--- src/sv/lgrs_pkg.sv ---
// ----------------------------------------------------------------------------
// lgrs_pkg
// Types and constants shared by the life generation row stream block.
// ----------------------------------------------------------------------------
`timescale 1ns / 1ps
`default_nettype none

package lgrs_pkg;

    localparam int ROW_BITS = 64;
    localparam int CFG_BITS = 7;
    localparam logic [CFG_BITS-1:0] GRID_WIDTH_RESET = 7'd64;

    // B3/S23 neighbor counts
    localparam logic [3:0] BORN_COUNT    = 4'd3;
    localparam logic [3:0] SURVIVE_COUNT = 4'd2;

    // rows buffered in the current grid (saturating)
    localparam logic [1:0] SEEN_NONE = 2'd0;
    localparam logic [1:0] SEEN_ONE  = 2'd1;
    localparam logic [1:0] SEEN_TWO  = 2'd2;

    // result queue
    localparam int OUT_DEPTH = 4;
    localparam int OUT_PTR_W = 2;
    localparam int OUT_CNT_W = 3;

    typedef struct packed {
        logic [ROW_BITS-1:0] row_cells;
        logic                is_last_row;
    } t_row_in;

    typedef struct packed {
        logic [ROW_BITS-1:0] next_row_cells;
        logic                last_of_grid;
    } t_row_out;

    // push requests from the merge stage into the result queue
    typedef struct packed {
        logic push_first;
        logic push_second;
    } t_push;

endpackage

`default_nettype wire

--- src/sv/lgrs_lane.sv ---
// ----------------------------------------------------------------------------
// lgrs_lane
// One cell of B3/S23: counts the 3x3 neighborhood and gives the next state.
// ----------------------------------------------------------------------------
`timescale 1ns / 1ps
`default_nettype none

module lgrs_lane
    import lgrs_pkg::*;
(
    input  wire logic [2:0] i_up,
    input  wire logic [2:0] i_mid,
    input  wire logic [2:0] i_down,
    output logic            o_alive
);

    logic [3:0] w_count;

    // eight neighbors, center excluded
    assign w_count = {3'd0, i_up[0]}   + {3'd0, i_up[1]}   + {3'd0, i_up[2]}
                   + {3'd0, i_mid[0]}                      + {3'd0, i_mid[2]}
                   + {3'd0, i_down[0]} + {3'd0, i_down[1]} + {3'd0, i_down[2]};

    assign o_alive = (w_count == BORN_COUNT) || (i_mid[1] && (w_count == SURVIVE_COUNT));

endmodule

`default_nettype wire

--- src/sv/lgrs_merge.sv ---
// ----------------------------------------------------------------------------
// lgrs_merge
// Gathers the lane outputs into zero, one or two ordered result rows.
// ----------------------------------------------------------------------------
`timescale 1ns / 1ps
`default_nettype none

module lgrs_merge
    import lgrs_pkg::*;
#(
    parameter int MAX_WIDTH = 64
) (
    input  wire logic                 i_accept,
    input  wire logic                 i_is_last,
    input  wire logic [1:0]           i_rows_seen,
    input  wire logic [MAX_WIDTH-1:0] i_mask,
    input  wire logic [MAX_WIDTH-1:0] i_lanes_above,
    input  wire logic [MAX_WIDTH-1:0] i_lanes_cur,
    output t_push                     o_push,
    output t_row_out                  o_first,
    output t_row_out                  o_second
);

    t_row_out w_above;
    t_row_out w_cur;
    logic     w_have_above;

    // pack masked lane results into full-width rows
    always_comb begin
        w_above = '0;
        w_cur   = '0;
        w_above.next_row_cells[MAX_WIDTH-1:0] = i_lanes_above & i_mask;
        w_cur.next_row_cells[MAX_WIDTH-1:0]   = i_lanes_cur & i_mask;
        w_above.last_of_grid = 1'b0;
        w_cur.last_of_grid   = 1'b1;
    end

    assign w_have_above = (i_rows_seen != SEEN_NONE);

    // row above goes first; the last row follows it
    assign o_push.push_first  = i_accept && (w_have_above || i_is_last);
    assign o_push.push_second = i_accept && w_have_above && i_is_last;
    assign o_first            = w_have_above ? w_above : w_cur;
    assign o_second           = w_cur;

endmodule

`default_nettype wire

--- src/sv/lgrs_out_fifo.sv ---
// ----------------------------------------------------------------------------
// lgrs_out_fifo
// Small result queue: takes up to two results per cycle, gives one.
// ----------------------------------------------------------------------------
`timescale 1ns / 1ps
`default_nettype none

module lgrs_out_fifo
    import lgrs_pkg::*;
(
    input  wire logic     i_clk,
    input  wire logic     i_rst_n,
    input  wire t_push    i_push,
    input  wire t_row_out i_first,
    input  wire t_row_out i_second,
    input  wire logic     i_pop,
    output logic          o_valid,
    output t_row_out      o_data,
    output logic          o_room_two
);

    t_row_out             r_mem [OUT_DEPTH];
    logic [OUT_PTR_W-1:0] r_wr_ptr;
    logic [OUT_PTR_W-1:0] r_rd_ptr;
    logic [OUT_CNT_W-1:0] r_count;
    logic [OUT_PTR_W-1:0] n_wr_ptr;
    logic [OUT_CNT_W-1:0] n_count;
    logic [OUT_PTR_W-1:0] w_wr_next;
    logic [OUT_CNT_W-1:0] w_pushes;

    assign w_wr_next = OUT_PTR_W'(r_wr_ptr + 1'b1);
    assign w_pushes  = OUT_CNT_W'(i_push.push_first) + OUT_CNT_W'(i_push.push_second);
    assign n_wr_ptr  = OUT_PTR_W'(r_wr_ptr + w_pushes[OUT_PTR_W-1:0]);
    assign n_count   = OUT_CNT_W'(r_count + w_pushes - OUT_CNT_W'(i_pop));

    // storage (no reset on payload)
    always_ff @(posedge i_clk) begin
        if (i_push.push_first) begin
            r_mem[r_wr_ptr] <= i_first;
        end
        if (i_push.push_second) begin
            r_mem[w_wr_next] <= i_second;
        end
    end

    // pointers and fill level
    always_ff @(posedge i_clk) begin
        if (!i_rst_n) begin
            r_wr_ptr <= '0;
            r_rd_ptr <= '0;
            r_count  <= '0;
        end else begin
            r_wr_ptr <= n_wr_ptr;
            r_count  <= n_count;
            if (i_pop) begin
                r_rd_ptr <= OUT_PTR_W'(r_rd_ptr + 1'b1);
            end
        end
    end

    assign o_valid    = (r_count != '0);
    assign o_data     = r_mem[r_rd_ptr];
    assign o_room_two = (r_count <= OUT_CNT_W'(OUT_DEPTH - 2));

endmodule

`default_nettype wire

--- src/sv/life_generation_row_stream.sv ---
// ----------------------------------------------------------------------------
// life_generation_row_stream
// One B3/S23 Game of Life generation over a row stream, dead border.
// ----------------------------------------------------------------------------
// Usage:
//   Input channel (i_valid / o_stall / i_row): one grid row per transaction,
//   top to bottom, is_last_row set on the bottom row. Output channel
//   (o_valid / i_stall / o_res): next-generation rows in grid order, the
//   bottom one marked last_of_grid.
//   Each row after the first yields the new row above it; the bottom row also
//   yields itself, so it produces two transactions (a lone row yields one).
//   Latency: a result is visible the cycle after its input transaction when no
//   older result is queued. Throughput: one row per cycle while o_stall is low,
//   set by the per-column lane array; the one output port drains a bottom row's
//   two results one after another, so a grid of N rows gives N results.
//   A 4-entry result queue sits between the sides; o_stall rises when it
//   cannot take two more results, so a stalled receiver holds the input off
//   after at most a few rows. i_cfg_we writes grid_width (idle only).
//   Reset clears buffered rows and the queue and sets grid_width to 64.
// ----------------------------------------------------------------------------
`timescale 1ns / 1ps
`default_nettype none

module life_generation_row_stream
    import lgrs_pkg::*;
#(
    parameter int MAX_WIDTH = 64
) (
    input  wire logic                i_clk,
    input  wire logic                i_rst_n,
    input  wire logic                i_valid,
    output logic                     o_stall,
    input  wire t_row_in             i_row,
    output logic                     o_valid,
    input  wire logic                i_stall,
    output t_row_out                 o_res,
    input  wire logic                i_cfg_we,
    input  wire logic [CFG_BITS-1:0] i_cfg_wdata
);

    logic [CFG_BITS-1:0]  r_grid_width;
    logic [MAX_WIDTH-1:0] r_row_above;
    logic [MAX_WIDTH-1:0] r_row_two_above;
    logic [1:0]           r_rows_seen;

    logic [MAX_WIDTH-1:0] w_mask;
    logic [MAX_WIDTH-1:0] w_cur;
    logic [MAX_WIDTH-1:0] w_up_a;
    logic [MAX_WIDTH-1:0] w_up_b;
    logic [MAX_WIDTH+1:0] w_pad_up_a;
    logic [MAX_WIDTH+1:0] w_pad_mid_a;
    logic [MAX_WIDTH+1:0] w_pad_up_b;
    logic [MAX_WIDTH+1:0] w_pad_mid_b;
    logic [MAX_WIDTH-1:0] w_lanes_above;
    logic [MAX_WIDTH-1:0] w_lanes_cur;
    logic                 w_accept;
    logic                 w_room_two;
    t_push                w_push;
    t_row_out             w_first;
    t_row_out             w_second;

    // configuration register
    always_ff @(posedge i_clk) begin
        if (!i_rst_n) begin
            r_grid_width <= GRID_WIDTH_RESET;
        end else if (i_cfg_we) begin
            r_grid_width <= i_cfg_wdata;
        end
    end

    assign o_stall  = !w_room_two;
    assign w_accept = i_valid && w_room_two;

    // column mask and masked incoming row
    genvar c;
    generate
        for (c = 0; c < MAX_WIDTH; c++) begin : g_mask
            assign w_mask[c] = (CFG_BITS'(c) < r_grid_width);
        end
    endgenerate

    assign w_cur  = i_row.row_cells[MAX_WIDTH-1:0] & w_mask;
    assign w_up_a = (r_rows_seen == SEEN_TWO)  ? r_row_two_above : '0;
    assign w_up_b = (r_rows_seen != SEEN_NONE) ? r_row_above     : '0;

    // dead border padding on both sides
    assign w_pad_up_a  = {1'b0, w_up_a, 1'b0};
    assign w_pad_mid_a = {1'b0, r_row_above, 1'b0};
    assign w_pad_up_b  = {1'b0, w_up_b, 1'b0};
    assign w_pad_mid_b = {1'b0, w_cur, 1'b0};

    // lane array: one lane per column for each candidate result
    generate
        for (c = 0; c < MAX_WIDTH; c++) begin : g_lane
            lgrs_lane u_lane_above (
                .i_up    (w_pad_up_a[c+2:c]),
                .i_mid   (w_pad_mid_a[c+2:c]),
                .i_down  (w_pad_mid_b[c+2:c]),
                .o_alive (w_lanes_above[c])
            );
            lgrs_lane u_lane_cur (
                .i_up    (w_pad_up_b[c+2:c]),
                .i_mid   (w_pad_mid_b[c+2:c]),
                .i_down  (3'b000),
                .o_alive (w_lanes_cur[c])
            );
        end
    endgenerate

    lgrs_merge #(
        .MAX_WIDTH (MAX_WIDTH)
    ) u_merge (
        .i_accept      (w_accept),
        .i_is_last     (i_row.is_last_row),
        .i_rows_seen   (r_rows_seen),
        .i_mask        (w_mask),
        .i_lanes_above (w_lanes_above),
        .i_lanes_cur   (w_lanes_cur),
        .o_push        (w_push),
        .o_first       (w_first),
        .o_second      (w_second)
    );

    lgrs_out_fifo u_out_fifo (
        .i_clk      (i_clk),
        .i_rst_n    (i_rst_n),
        .i_push     (w_push),
        .i_first    (w_first),
        .i_second   (w_second),
        .i_pop      (o_valid && !i_stall),
        .o_valid    (o_valid),
        .o_data     (o_res),
        .o_room_two (w_room_two)
    );

    // row history; cleared after the bottom row
    always_ff @(posedge i_clk) begin
        if (!i_rst_n) begin
            r_row_above     <= '0;
            r_row_two_above <= '0;
            r_rows_seen     <= SEEN_NONE;
        end else if (w_accept) begin
            if (i_row.is_last_row) begin
                r_row_above     <= '0;
                r_row_two_above <= '0;
                r_rows_seen     <= SEEN_NONE;
            end else begin
                r_row_two_above <= r_row_above;
                r_row_above     <= w_cur;
                if (r_rows_seen != SEEN_TWO) begin
                    r_rows_seen <= 2'(r_rows_seen + 1'b1);
                end
            end
        end
    end

endmodule

`default_nettype wire

--- config.mk ---
export PLATFORM = sky130hd
export DESIGN_NAME = life_generation_row_stream
export DESIGN_NICKNAME = d
export VERILOG_FILES = /design/src/sv/lgrs_pkg.sv /design/src/sv/lgrs_lane.sv /design/src/sv/lgrs_merge.sv /design/src/sv/lgrs_out_fifo.sv /design/src/sv/life_generation_row_stream.sv
export SDC_FILE = /design/constraint.sdc
export NUM_CORES = 2
export LEC_CHECK = 0
export ABC_AREA = 1
export ABC_CLOCK_PERIOD_IN_PS = 5850
export BUFFER_PORTS_ARGS = -buffer_cell sky130_fd_sc_hd__buf_2
export CAP_MARGIN = 10
export CORE_ASPECT_RATIO = 0.8
export CORE_UTILIZATION = 39
export CTS_CLUSTER_DIAMETER = 200
export CTS_CLUSTER_SIZE = 28
export DETAILED_ROUTE_END_ITERATION = 10
export GPL_ROUTABILITY_DRIVEN = 0
export PLACE_DENSITY_LB_ADDON = 0.12
export SETUP_SLACK_MARGIN = 0.02
export SLEW_MARGIN = 20
export SYNTH_ARGS = -nofsm -noshare
export SYNTH_HDL_FRONTEND = slang
export SYNTH_SLANG_ARGS = --single-unit
--- constraint.sdc ---
create_clock -name i_clk -period 5.85 [get_ports i_clk]
set_input_delay 0.8775 -clock i_clk [delete_from_list [all_inputs] [get_ports i_clk]]
set_output_delay 0.8775 -clock i_clk [all_outputs]
set_load 0.02 [all_outputs]
; ---- Word level (Yosys, flattened, before mapping)
; Memory sizes are Yosys's and may differ from the RTL's. A register that Yosys moved wholly into a read port is not among the register bits.
; Index checks and enable logic that the tools add are counted.
[classes]
mul = 0
n_mux = 13
order_cmp = 65
n_addsub = 699
bitwise = 3
n_reduce_logical = 268
n_div = 0
shifts = 0
eq_ne = 258
[ops]
columns = op, n
row1 = adder 4 x 1 -> 4 bit, 564
row2 = "== test 4 x 2 -> 1 bit, second input constant", 256
row3 = 2-to-1 mux 64 bit, 4
row4 = adder 1 x 1 -> 2 bit, 127
row5 = "less-than comparator 6 x 7 -> 1 bit, first input constant", 32
row6 = AND 64 bit, 3
row7 = logical AND 1 bit, 133
row8 = logical OR 1 bit, 129
row9 = "less-than comparator 5 x 7 -> 1 bit, first input constant", 16
row10 = 2-to-1 mux 65 bit, 1
row11 = "less-than comparator 4 x 7 -> 1 bit, first input constant", 8
row12 = "less-than comparator 3 x 7 -> 1 bit, first input constant", 4
row13 = "less-than comparator 1 x 7 -> 1 bit, first input constant", 2
row14 = "less-than comparator 2 x 7 -> 1 bit, first input constant", 2
row15 = 2-to-1 mux 2 bit, 4
row16 = "adder 2 x 1 -> 2 bit, second input constant", 3
row17 = adder 2 x 1 -> 3 bit, 2
row18 = 2-to-1 mux 1 bit, 4
row19 = nonzero test 2 bit, 2
row20 = adder 3 bit, 1
row21 = "less-or-equal comparator 3 x 2 -> 1 bit, second input constant", 1
row22 = nonzero test 3 bit, 1
row23 = subtractor 3 x 1 -> 3 bit, 1
row24 = adder 2 bit, 1
row25 = other kinds (4), 5
[word_totals]
latch_bits = 0
inputBits = 77
output_inout_bits = 67
ff_bits = 144
memories = 1
romBits = 0
ram_bits = 260
[mem_list]
columns = name, words, word_bits, read_ports, rd_clocked_by_memory_dff, write_ports, line
row1 = u_out_fifo.r_mem, 4, 65, 1, 1, 2, lgrs_out_fifo.sv:22  ; t_row_out r_mem [OUT_DEPTH];

; ---- Longest topological paths before layout
[logic_depth]
ltp_word = 14
depth_mapped = 21
ltp_nobuf = 20

; ---- Modules after synthesis
; A second synthesis with hierarchy kept.
[unflattened]
cells_unflattened = 6627
area_unflattened_um2 = 47819.6
[by_module_without_submodules]
columns = mod, area_each_um2, seq_area_each_um2, cells_each, n_inst
row1 = lgrs_lane, 200.2, 0.0, 28, 128
row2 = lgrs_out_fifo, 13405.4, 7987.7, 1462, 1
row3 = life_generation_row_stream, 6951.7, 2742.6, 1109, 1
row4 = lgrs_merge, 1838.0, 0.0, 472, 1

; ---- Worst setup path after synthesis
; Ideal clock, no wire load.
[synth_timing]
kind = register -> register
from = register r_rows_seen[0]
to = memory u_out_fifo.r_mem[0][37] (netlist bit), data pin
synth_period_minus_slack_ps = 4098
slack_ps = 1752
n_path_buf = 2
setup_time_ps = 130
path_stages_with_launch = 19
arrival_time_ps = 3968
required_time_ps = 5720
path_cell_list = dfxtp_1 -> inv_1 -> ha_1 -> clkbuf_1 -> clkbuf_1 -> nand2_1 -> inv_1 -> ha_1 -> inv_1 -> fa_1 -> fa_1 -> fa_1 -> fa_1 -> or2_2 -> a21oi_1 -> nand4_1 -> o21ai_1 -> nand2_1 -> nand2_1
[synth_rtl]
columns = element, line
row1 = from (decl), life_generation_row_stream.sv:44  ; logic [1:0] r_rows_seen;
row2 = from (signal assigned), life_generation_row_stream.sv:151  ; r_rows_seen <= 2'(r_rows_seen + 1'b1);
row3 = to (decl), lgrs_out_fifo.sv:22

==> qor.csv <==
stage;metric;value;unit
status;status;complete, no violations;
synth;ys_seq_area_frac;0.2821;
detailed_routing;vias;30570;
clock_network;clk_pin_slew;0.13;ns
detailed_routing;first_pass_iters;6;
timing;drv_slew;0;
synth;avgSynthCellArea;7.995;um^2
floorplan;dieArea;98410;um^2
cells_and_area;drive_above_1_share;0.05817;
clock_network;clk_latency;0.61;ns
synth;yosysMostFrequentCell;nand2_1;
place;port_buffers;143;
synth;syn_nets;5526;
grt;grt_usage;0.2517;
grt;grt_max_degree;129;
detailed_routing;topRoutingLayerUsed;met5;
critical_path;cp.required;6.31;ns
clock_network;cts_buffers;18;
timing;fin_tns_setup;0;ns
cells_and_area;final_cell_area;40520;um^2
detailed_routing;wl;122600;um
synth;synth_flop_cell;edfxtp_1;
cells_and_area;area.growth.synth_to_final;6.945;%
floorplan;io-pin-count;144;
clock_network;cts_root_buf;clkbuf_16;
clock_network;cts_setup_buffers;0;
min_path;hold_start;r_row_above[17]$_SDFFE_PN0P_;
timing;worst_clock_skew;0.04147;ns
critical_path;reg2reg_from;r_grid_width[2]$_SDFFE_PN0P_;
timing;setup_viol;0;
synth;netlist_top_cells_count;1271 x nand2_1, 943 x inv_1, 393 x nor2_1;
synth;ys_ff_latch;406;
critical_path;worstSetupEndpoint;u_out_fifo.r_mem[3][54]$_DFFE_PP_;
synth;synth_warnings;0;
detailed_routing;routed-wl-met2;50320;um
grt;antenna_found_initial;14;
critical_path;crit_path_end_kind;flip-flop;
detailed_routing;drtIter0Drc;2685;
detailed_routing;wl_per_cell;20.15;um
pwr;p_comb_frac;0.454;
floorplan;die_x;350.5;um
pwr;power.density;230.7;nW/um^2
timing;clock.fmax;181.3;MHz
pwr;internal_power;5.068;mW
timing;rsz0062_at_grt;no;
timing;setup_slack;0.3337;ns
detailed_routing;vias_per_cell;5.022;
grt;grt_overflow;0;
synth;async_flop_share;0;
timing;hold_viol;0;
pwr;p_sw_frac;0.4578;
floorplan;die_h;280.8;um
floorplan;rows;101;
pwr;power_switching;4.278;mW
critical_path;critPathLaunchType;flip-flop;
place;hpwl;90040;um
grt;grt_pass1_wl;186800;um
pwr;ir_worst_vdd;0.2117;mV
floorplan;start_util;0.3966;
critical_path;arrival;5.98;ns
clock_network;cts_tree;yes;
synth;synth_edf_count;256;
clock_network;htreeDepth;1;
critical_path;cp_max_fo;9;
clock_network;cts_resized;0;
timing;period_share;0.9430;
detailed_routing;dr_wl_met3;8887;um
timing;min_period;5.516;ns
pwr;p_seq_frac;0.367;
timing;timing.slew.headroom;0.2151;
min_path;hold_class;flip-flop to flip-flop;
grt;grt_pass1_vias;29380;
timing;tightest_slew;1.177;ns
cells_and_area;nFillCells;9800;
clock_network;clock-sinks;406;
critical_path;r2r-end;u_out_fifo.r_mem[3][54]$_DFFE_PP_;
detailed_routing;met1_length;61760;um
detailed_routing;drc;0;
job;cap_violations;0;
clock_network;cts_buffer_depth;3;
synth;synth_top_area_share;0.2029;
clock_network;holdBufCountCts;0;
critical_path;crit_start;r_grid_width[2]$_SDFFE_PN0P_;
critical_path;reg2reg_depth;20;
synth;syn-cell-area;37890;um^2
pwr;pwr-share-clk;0.179;
detailed_routing;postRouteAntennaNets;0;
floorplan;core-area;95540;um^2
synth;synth_area_leaders;edfxtp_1 20%, fa_1 20%, nand2_1 13%;
place;place_area;39980;um^2
timing;whs;0.4693;ns
pwr;leakage;19.73;nW
synth;yosysUniqueCellTypes;50;
synth;syn_inst;4739;
place;pre_cts_ws;0.5419;ns
cells_and_area;fin_nets;5571;
critical_path;worstSetupPathType;flip-flop to flip-flop;
synth;yosysTopAreaCell;edfxtp_1;
critical_path;r2r_setup_slack;0.33;ns
## worst max-delay path: stages, from the launching register on
cell,delay (ns)
dfxtp_1,0.83
nand2_1,0.43
nand2_1,0.45
inv_2,0.22
a21oi_2,0.33
inv_1,0.08
nor2_1,0.20
inv_1,0.20
fa_1,0.53
fa_1,0.49
inv_1,0.05
fa_1,0.37
inv_1,0.08
fa_1,0.41
nor2_1,0.11
o211ai_1,0.10
nor2_1,0.16
nand2_1,0.07
nand2_1,0.13
nand2_1,0.07
nand2_1,0.09
## cells in the final DEF, fill, tap and decap left out, types with 21 or more instances in the layout
cell type	instances
nand2_1	1267
inv_1	940
nor2_1	392
fa_1	381
ha_1	327
edfxtp_1	256
o21ai_0	186
a21oi_1	178
dfxtp_1	148
buf_2	143
nand3_1	109
o22ai_1	69
o211ai_1	47
buf_4	46
o21ai_1	40
o2111ai_1	24
inv_2	22
nand4_1	21
## how the worst min path moves through the flow
stage	to	slack, ns	depth (start not counted)
floorplan	flip-flop	0.44	2
finish	r_row_two_above[17]$_SDFFE_PN0P_	0.47	2
CTS	r_row_two_above[17]$_SDFFE_PN0P_	0.46	2
global placement	r_row_two_above[38]$_SDFFE_PN0P_	0.45	2
global route	r_row_two_above[26]$_SDFFE_PN0P_	0.49	2
detailed placement	r_row_two_above[38]$_SDFFE_PN0P_	0.46	2
## power groups by stage
stage	clock, mW	sequential, mW	combinational, mW
2_1_floorplan	0	3.44	2.67
3_3_place_gp	0	3.50	4.20
3_5_place_dp	0	3.50	4.24
4_1_cts	1.70	3.43	4.25
5_1_grt	1.78	3.46	4.70
6_report	1.67	3.43	4.24
## final cells by class
cell class	count	area [um^2]	area share
timing repair buffer	195	1181	0.02915
sequential	406	10700	0.2640
inverter	966	3635	0.08970
antenna	4	10.01	0.0002470
clock buffer	30	495.5	0.01223
tap	1287	1610	0.03974
clock inverter	2	32.53	0.0008028
multi-input combinational	3197	22860	0.5642
## cells by family after synthesis
family                   synth area share
buffers and inverters              0.1162
multiplexers                    0.0005284
flip-flops                         0.2821
adder cells (fa/ha/maj)            0.3100
AO/OA/AOI/OAI                     0.09114
XOR/XNOR                         0.006472
AND/OR/NAND/NOR                    0.1935
## sequential cells by signal, summed over array words and instances, names as in the netlist, named ones only
| signal | count |
|---|---|
| r_grid_width | 7 |
| r_row_above | 64 |
| r_row_two_above | 64 |
| r_rows_seen | 2 |
| u_out_fifo.r_count | 3 |
| u_out_fifo.r_mem | 260 |
| u_out_fifo.r_rd_ptr | 2 |
| u_out_fifo.r_wr_ptr | 2 |
## per-stage QoR
step / power, mW / utilization / cells
finish: 9.346 / 0.4241 / 6087
floorplan: 6.104 / - / 4739
global placement: 7.701 / 0.4185 / 6051
CTS: 9.386 / 0.4240 / 6083
global route: 9.933 / 0.4240 / 6083
detailed placement: 7.736 / 0.4185 / 6051
## layer usage
metal / GRT usage / vias to the layer above
met4: 0.03292 / 2
met5: 0 / -
met3: 0.03124 / 102
li1: - / 14850
met2: 0.3662 / 902
met1: 0.4013 / 14720
No activity file was read; power rests on OpenSTA's default activity.
